$ cat src/hdl/assert_macros.svh
// Assertion helpers used by the estimator RTL.
`ifndef ASSERT_MACROS_SVH
`define ASSERT_MACROS_SVH
`ifndef SYNTH
// Checked on every clock edge outside reset.
`define ASSERT_CLK(lbl, prop, msg) \
  lbl: assert property (@(posedge clk) disable iff (rst) prop) else $error(msg);
// Checked on every clock edge, reset included.
`define ASSERT_ALWAYS(lbl, prop, msg) \
  lbl: assert property (@(posedge clk) prop) else $error(msg);
`else
`define ASSERT_CLK(lbl, prop, msg)
`define ASSERT_ALWAYS(lbl, prop, msg)
`endif
`endif

$ cat src/hdl/wve_ram.sv
`default_nettype none
module wve_ram #(
  parameter int WIDTH = 8,
  parameter int DEPTH = 64
) (
  input  wire logic                     clk,
  input  wire logic                     we,
  input  wire logic [$clog2(DEPTH)-1:0] waddr,
  input  wire logic [WIDTH-1:0]         wdata,
  input  wire logic [$clog2(DEPTH)-1:0] raddr,
  output logic      [WIDTH-1:0]         rdata
);

  logic [WIDTH-1:0] mem [DEPTH];

  always_ff @(posedge clk) begin
    if (we) begin
      mem[waddr] <= wdata;
    end
    rdata <= mem[raddr];
  end

endmodule
`default_nettype wire

$ cat config.mk
export PLATFORM = sky130hd
export DESIGN_NAME = wve_ram
export DESIGN_NICKNAME = d
export VERILOG_FILES = /design/src/hdl/assert_macros.svh /design/src/hdl/wve_ram.sv
export SDC_FILE = /design/constraint.sdc
export NUM_CORES = 1
export LEC_CHECK = 0
export ABC_CLOCK_PERIOD_IN_PS = 6500
export BUFFER_PORTS_ARGS = -buffer_cell sky130_fd_sc_hd__buf_4
export CORE_MARGIN = 5
export CORE_UTILIZATION = 40
export CTS_BUF_LIST = sky130_fd_sc_hd__clkbuf_4 sky130_fd_sc_hd__clkbuf_8
export CTS_CLUSTER_SIZE = 20
export DETAILED_ROUTE_END_ITERATION = 10
export PLACE_DENSITY_LB_ADDON = 0.12
export SETUP_SLACK_MARGIN = 0.05
export SYNTH_ARGS = -nofsm -noshare
export SYNTH_HDL_FRONTEND = slang
export SYNTH_SLANG_ARGS = --single-unit
$ cat constraint.sdc
create_clock -name clk -period 6.5 [get_ports clk]
set_input_delay 1.3 -clock clk [delete_from_list [all_inputs] [get_ports clk]]
set_output_delay 1.3 -clock clk [all_outputs]
set_load 0.03 [all_outputs]
==> metrics.txt, run 1 <==
r2r worst-path depth=4; fmax=293 MHz; Area Overhead vs Synth=13.0%; CORE AREA=0.0500 sq mm; max-cap check violation count=0; outcome=complete, no violations; met3 wire len=2.56 mm; Worst R2R Setup Slack=4410 ps; Final setup viols=0; final core utilization=45.6%; highest metal used=met4; top-count cell post-synth=edfxtp_1; I/O pins=30; Die ar.=0.0550 sq mm; final hold violations=0; antenna cells=0; Max Slew Vio Count=0; number of nets with antenna violations after routing=0; hpwl dp=28.1 mm; Hold EP=rdata[6]; met2 wire len=23.2 mm; clock sinks=520; clk buf depth=3; die height=235 um; r2r endpoint=rdata[7]; # DRC=0; crit-path cells=buf_4 -> buf_4 -> mux4_2 -> mux2_2 -> a221oi_1 -> o2bb2ai_1; critical path buffer and inverter count=2; mapped cell area=0.0202 sq mm; Buffers on Ports=29; Post-Syn Nets=962; synth top area cells=edfxtp_1 76%, mux4_2 14%, nor2_1 1.5%; Synth top area share=76.2%; RSZ-0062 raised after global routing=no; r2r startpoint=mem[2][7]; Post-synth EDFFs=512; VDD IR max=0.128 mV; sequential element share of the synthesized area=77.0%; drt pass-1 iters=5; top post-synthesis cells by count=512 x edfxtp_1, 126 x mux4_2, 83 x nor2_1; startpoint types=input port; met1 WL=22.2 mm; synth warn=0; Synth Instances=940; Hold Crit Depth=3; Crit-path slowest cell=buf_4; final cell count without fillers=1763; hold path start=mem[31][6]; Slew Limit Headroom=33.1%; DR iter-0 viols=883; Seq cells post-synth=520; TritonCTS clock tree=yes; wire length per cell=27.7 um; top_reg_cell synth=edfxtp_1; CTS Hold Buffers Added=0; vias in the first global route=10.2k; Filler cells=4246; largest area contributor in the netlist=edfxtp_1; # rows=82; Worst path most repeated cell=buf_4; Total GRT Usage=18.2%; mean post-synth cell area=21.5 sq um; postcts setup bufs=0; WHS=795 ps; CTS Buf Count=88; global-route wire length before repair=71.8 mm; minimum clock period=3410 ps; Hold/Removal Path Class=reg2reg; worst skew pair latency=660 ps; root buf cell=clkbuf_8; Max FO, Critical Path=55; largest net degree at the start of global routing=65; Critical Path RT=7010 ps; Clk pin slew, worst setup/hold paths=60 ps; nets@finish=1039; grt total ovfl=0; Tcrit/Tclk final=52.5%; Final GP Congestion=0.742; initial antenna violation count=0; effective utilization at floorplan=40.4%; TNS Setup=0 ps; slew at the pin closest to its max-slew limit=1000 ps; asr flop ratio synth=0%; share of post-route cells with drive strength above 1=29.0%; worst-case clock skew=40.9 ps; WL final=48.9 mm; htree depth=3; Netlist cell types=40; Die Wd=235 um; Max stage delay on crit path=620 ps; Worst Path Arrival=3930 ps; CP delay by family, top=buffers and inverters; Pleak=7.07 nW; CP Class=in2reg; detailed-route via count=9635; Inst Count DP=1599; routed vias/inst=5.47; post-CTS resize count=0; Pwr Density=308 mW/mm^2; CP Capture Type=flip-flop
kinds of logic (layout without fill, tap and decap cells):
group / after synthesis / after routing / synth area share (%)
simple gates: 153 / 153 / 3.39
compound gates: 54 / 54 / 2.07
buf+inv: 51 / 202 / 1.57
mux: 162 / 162 / 15.9
flops: 520 / 520 / 77.0
worst max path at each step:
stage | slack [ps] | start | cells after the start | end
floorplan | 3530 | raddr[1] | 7 | rdata[3]
global placement | 2350 | raddr[0] | 7 | rdata[2]
detailed placement | 2330 | raddr[2] | 6 | rdata[2]
CTS | 3030 | raddr[0] | 7 | rdata[2]
global route | 2950 | raddr[0] | 7 | rdata[2]
finish | 3090 | raddr[2] | 6 | rdata[0]
cell usage in the layout, fill, tap and decap left out, types with 3 or more instances in the layout:
cell type,Yosys,final
o2bb2ai_1,3,3
a21oi_1,3,3
buf_4,13,35
nand2b_1,7,7
nor2b_1,14,14
edfxtp_1,512,512
mux2i_1,23,23
a211oi_1,4,4
clkbuf_8,0,91
o2111ai_1,3,3
nor2_1,83,83
mux4_2,126,126
o22ai_1,8,8
mux2_2,13,13
bufinv_16,0,4
clkbuf_4,0,29
nand3_1,13,13
nand3b_1,3,3
a221oi_1,6,6
nand2_1,19,19
dfxtp_1,8,8
nor3_1,7,7
clkinv_1,0,27
clkinvlp_4,0,3
a22oi_1,3,3
o221ai_1,8,8
clkinv_2,0,8
final cells by class:
type	instances	area (sq um)	area share [%]
clock inverters	45	313	1.37
well taps	672	841	3.69
multi-input cells	369	4320	19.0
repair buffers	38	317	1.39
flip-flops and latches	520	15500	68.2
clock buffers	119	1460	6.39
power breakdown:
| part | internal (mW) | switching [mW] | total [mW] |
|---|---|---|---|
| logic | 0.129 | 0.231 | 0.360 |
| registers | 3.71 | 0.0141 | 3.73 |
| clock network | 1.62 | 1.31 | 2.94 |
flip-flops by register name, summed over array words and instances, names as in the netlist:
| name | count |
|---|---|
| rdata | 8 |
| mem | 512 |
routing by layer:
layer	up-vias	global-route usage, %
li1	4109	-
met1	5205	26.4
met2	264	27.8
met3	57	4.09
met4	0	5.71
met5	-	0
metrics by stage:
stage	power, mW	instance area, sq um	setup slack [ps]
floorplan	4.00	20200	3530
global placement	4.16	21000	2350
detailed placement	4.17	21000	2330
CTS	7.11	22800	3030
global route	7.29	22800	2950
finish	7.02	22800	3090
worst min-delay path, stage by stage, from the launching register on:
cell      delay [ps]
edfxtp_1         320
mux4_2           230
nor2_1            40
o32ai_1          190
Note: power is estimated with default switching activity, not from simulation.
==> run 2: changes to the inputs <==
ABC_AREA = 1   (was not set)
ABC_CLOCK_PERIOD_IN_PS = 3100   (was 6500)
clock period = 3.1 ns   (was 6.5 ns; I/O delays follow)
==> metrics.txt, run 2 <==
outcome=complete, no violations; slew at the pin closest to its max-slew limit=904 ps (-95.7 ps); drt pass-1 iters=5 (unchanged); # DRC=0 (unchanged); dpl ws=547 ps (-1780 ps); postcts setup bufs=0 (unchanged); final core utilization=45.7% (+0.13 points); total power=14.5 mW (+110%); Critical Path RT=3630 ps (-3380 ps); Compound-Gate Fraction of Synth Area=0% (-2.1 points); Seq cells post-synth=520 (unchanged); Pleak=8.81 nW (+25%); top flop regs=mem: 512 flops, rdata: 8 flops; worst-case clock skew=21.8 ps (-19.1 ps); number of nets with antenna violations after routing=0 (unchanged); Netlist cell types=16 (-60%); Post-Syn Nets=1827 (+90%); RSZ-0062 raised after global routing=no; r2r startpoint=mem[7][1]; asr flop ratio synth=0% (unchanged); sequential element share of the synthesized area=72.8% (-4.2 points); Final WS setup=1180 ps (-1910 ps); VDD IR max=0.331 mV (+160%); mux cell area share after synthesis=0% (-16 points); routed vias/inst=5.25 (-3.9%); Slew Limit Headroom=39.7% (+6.6 points); I/O pins=30 (unchanged); Area Overhead vs Synth=12.8%; startpoint types=input port; TritonCTS clock tree=yes; r2r endpoint=rdata[1]; Simple-Gate Fraction of Synth Area=23.2% (+20 points); top-count cell post-synth=nand2_1; share of post-route cells with drive strength above 1=13.4% (-16 points); Worst Path Arrival=2450 ps (-1480 ps); Hold/Removal Path Class=in2reg; Synth top area share=72.0% (-4.2 points); clk buf depth=3 (unchanged); Max FO, Critical Path=33 (-40%); Filler cells=4869 (+15%); largest area contributor in the netlist=edfxtp_1; final hold violations=0 (unchanged); detailed-route via count=14.0k (+45%); minimum clock period=1920 ps; largest family of logic cells by synthesized area=simple AND/OR/NAND/NOR gates; top post-synthesis cells by count=648 x nand2_1, 512 x edfxtp_1, 439 x nand3_1; Final setup viols=0 (unchanged); most frequent cells in the layout=648 x nand2_1, 512 x edfxtp_1, 439 x nand3_1, 115 x buf_4, 90 x clkbuf_8; Total GRT Usage=20.1% (+1.9 points); effective utilization at floorplan=40.5% (+0.16 points); grt total ovfl=0 (unchanged); Clk pin slew, worst setup/hold paths=60 ps (about the same); CORE AREA=0.0527 sq mm (+5.4%); crit path from=raddr[3]; WL final=57.7 mm (+18%); most flop-heavy register=mem; Final GP Congestion=0.810 (+9.2%); CP Class=in2reg; largest net degree at the start of global routing=104 (+60%); CTS Buf Count=86 (-2.3%); CP Capture Type=flip-flop; mapped cell area=0.0213 sq mm (+5.8%); post-synthesis adder-cell area fraction=0% (unchanged); fmax=521 MHz; Max Slew Vio Count=0 (unchanged); global-route wire length before repair=87.8 mm (+22%); Worst R2R Setup Slack=1700 ps (-2710 ps); TNS Setup=0 ps (unchanged); Placed Area=0.0225 sq mm (+6.9%); Hold Crit Depth=3 (unchanged); hold path start=raddr[5]; root buf cell=clkbuf_8; Synth Instances=1805 (+92%); htree depth=3 (unchanged); initial antenna violation count=1 (+1); Final Instance Area=0.0241 sq mm (+5.7%); Post-synth EDFFs=512 (unchanged); hpwl dp=32.9 mm (+17%); vias in the first global route=13.8k (+35%); r2r worst-path depth=8 (+4); post-CTS resize count=0 (unchanged); # rows=84 (+2.4%); synth top area cells=edfxtp_1 72%, nand2_1 11%, nand3_1 10%; nets@finish=1927 (+85%); Buffers on Ports=29 (unchanged); synth warn=0 (unchanged); max reg flops=512 (unchanged); mean post-synth cell area=11.8 sq um (-45%); clock sinks=520 (unchanged); die height=241 um (+2.7%); Hold EP=rdata[0]; CTS Hold Buffers Added=0 (unchanged); Pwr Density=604 mW/mm^2 (+96%); most common cell after layout, fill and taps aside=nand2_1; wire length per cell=21.7 um (-22%); max-cap check violation count=0 (unchanged); Die ar.=0.0581 sq mm (+5.6%); DR iter-0 viols=1117 (+27%); antenna cells=0 (unchanged); Tcrit/Tclk final=61.9%; worst skew pair latency=660 ps (about the same); Die Wd=241 um (+2.7%); top_reg_cell synth=edfxtp_1; post-synthesis xor/xnor area fraction=0% (unchanged)
[run 2: stage by stage]
step                      hold WS (ps)  std cells
after detailed placement           826       2505
after global placement             812       2505
after CTS                          317       2658
after global routing               342       2658
final                              375       2658
after floorplan                    719       1805
[run 2: critical path, cell delays in order]
cell and delay (ps):
buf_4 380, inv_1 500, buf_4 370, nand2_1 110, nand3_1 120, nand3_1 240, nand2_1 90
[run 2: cell families after synthesis]
logic type / Yosys count
flops: 520
buf+inv: 125
simple gates: 1160
[run 2: worst max-delay path by stage]
stage	endpoint	slack [ps]	cells past startpoint
after global placement	rdata[7]	550	7
after floorplan	mem[48][0]	710	3
final	rdata[3]	1180	7
after detailed placement	rdata[3]	550	7
after global routing	rdata[3]	1160	7
after CTS	rdata[4]	1200	1
[run 2: metal layers]
metal / vias to the layer above / routed length [um] / global-route usage (%)
met4: 2 / 1170 / 5.88
met2: 367 / 26100 / 30.6
met1: 6942 / 27200 / 29.8
met5: - / 20 / 0
li1: 6562 / - / -
met3: 84 / 3240 / 3.59
[run 2: area by class of cell]
| cell class | count | area [sq um] | area share, % |
|---|---|---|---|
| clock inverter | 25 | 103 | 0.426 |
| tap | 688 | 861 | 3.58 |
| clock buffer | 128 | 1520 | 6.30 |
| sequential | 520 | 15500 | 64.5 |
| multi-input combinational | 1160 | 4950 | 20.5 |
| inverter | 12 | 55.1 | 0.229 |
| timing repair buffer | 125 | 1060 | 4.39 |
[run 2: report_power, final]
group	switching [mW]	total [mW]	internal, mW
logic	0.726	0.971	0.244
clock network	2.65	5.76	3.11
registers	0.0213	7.81	7.79
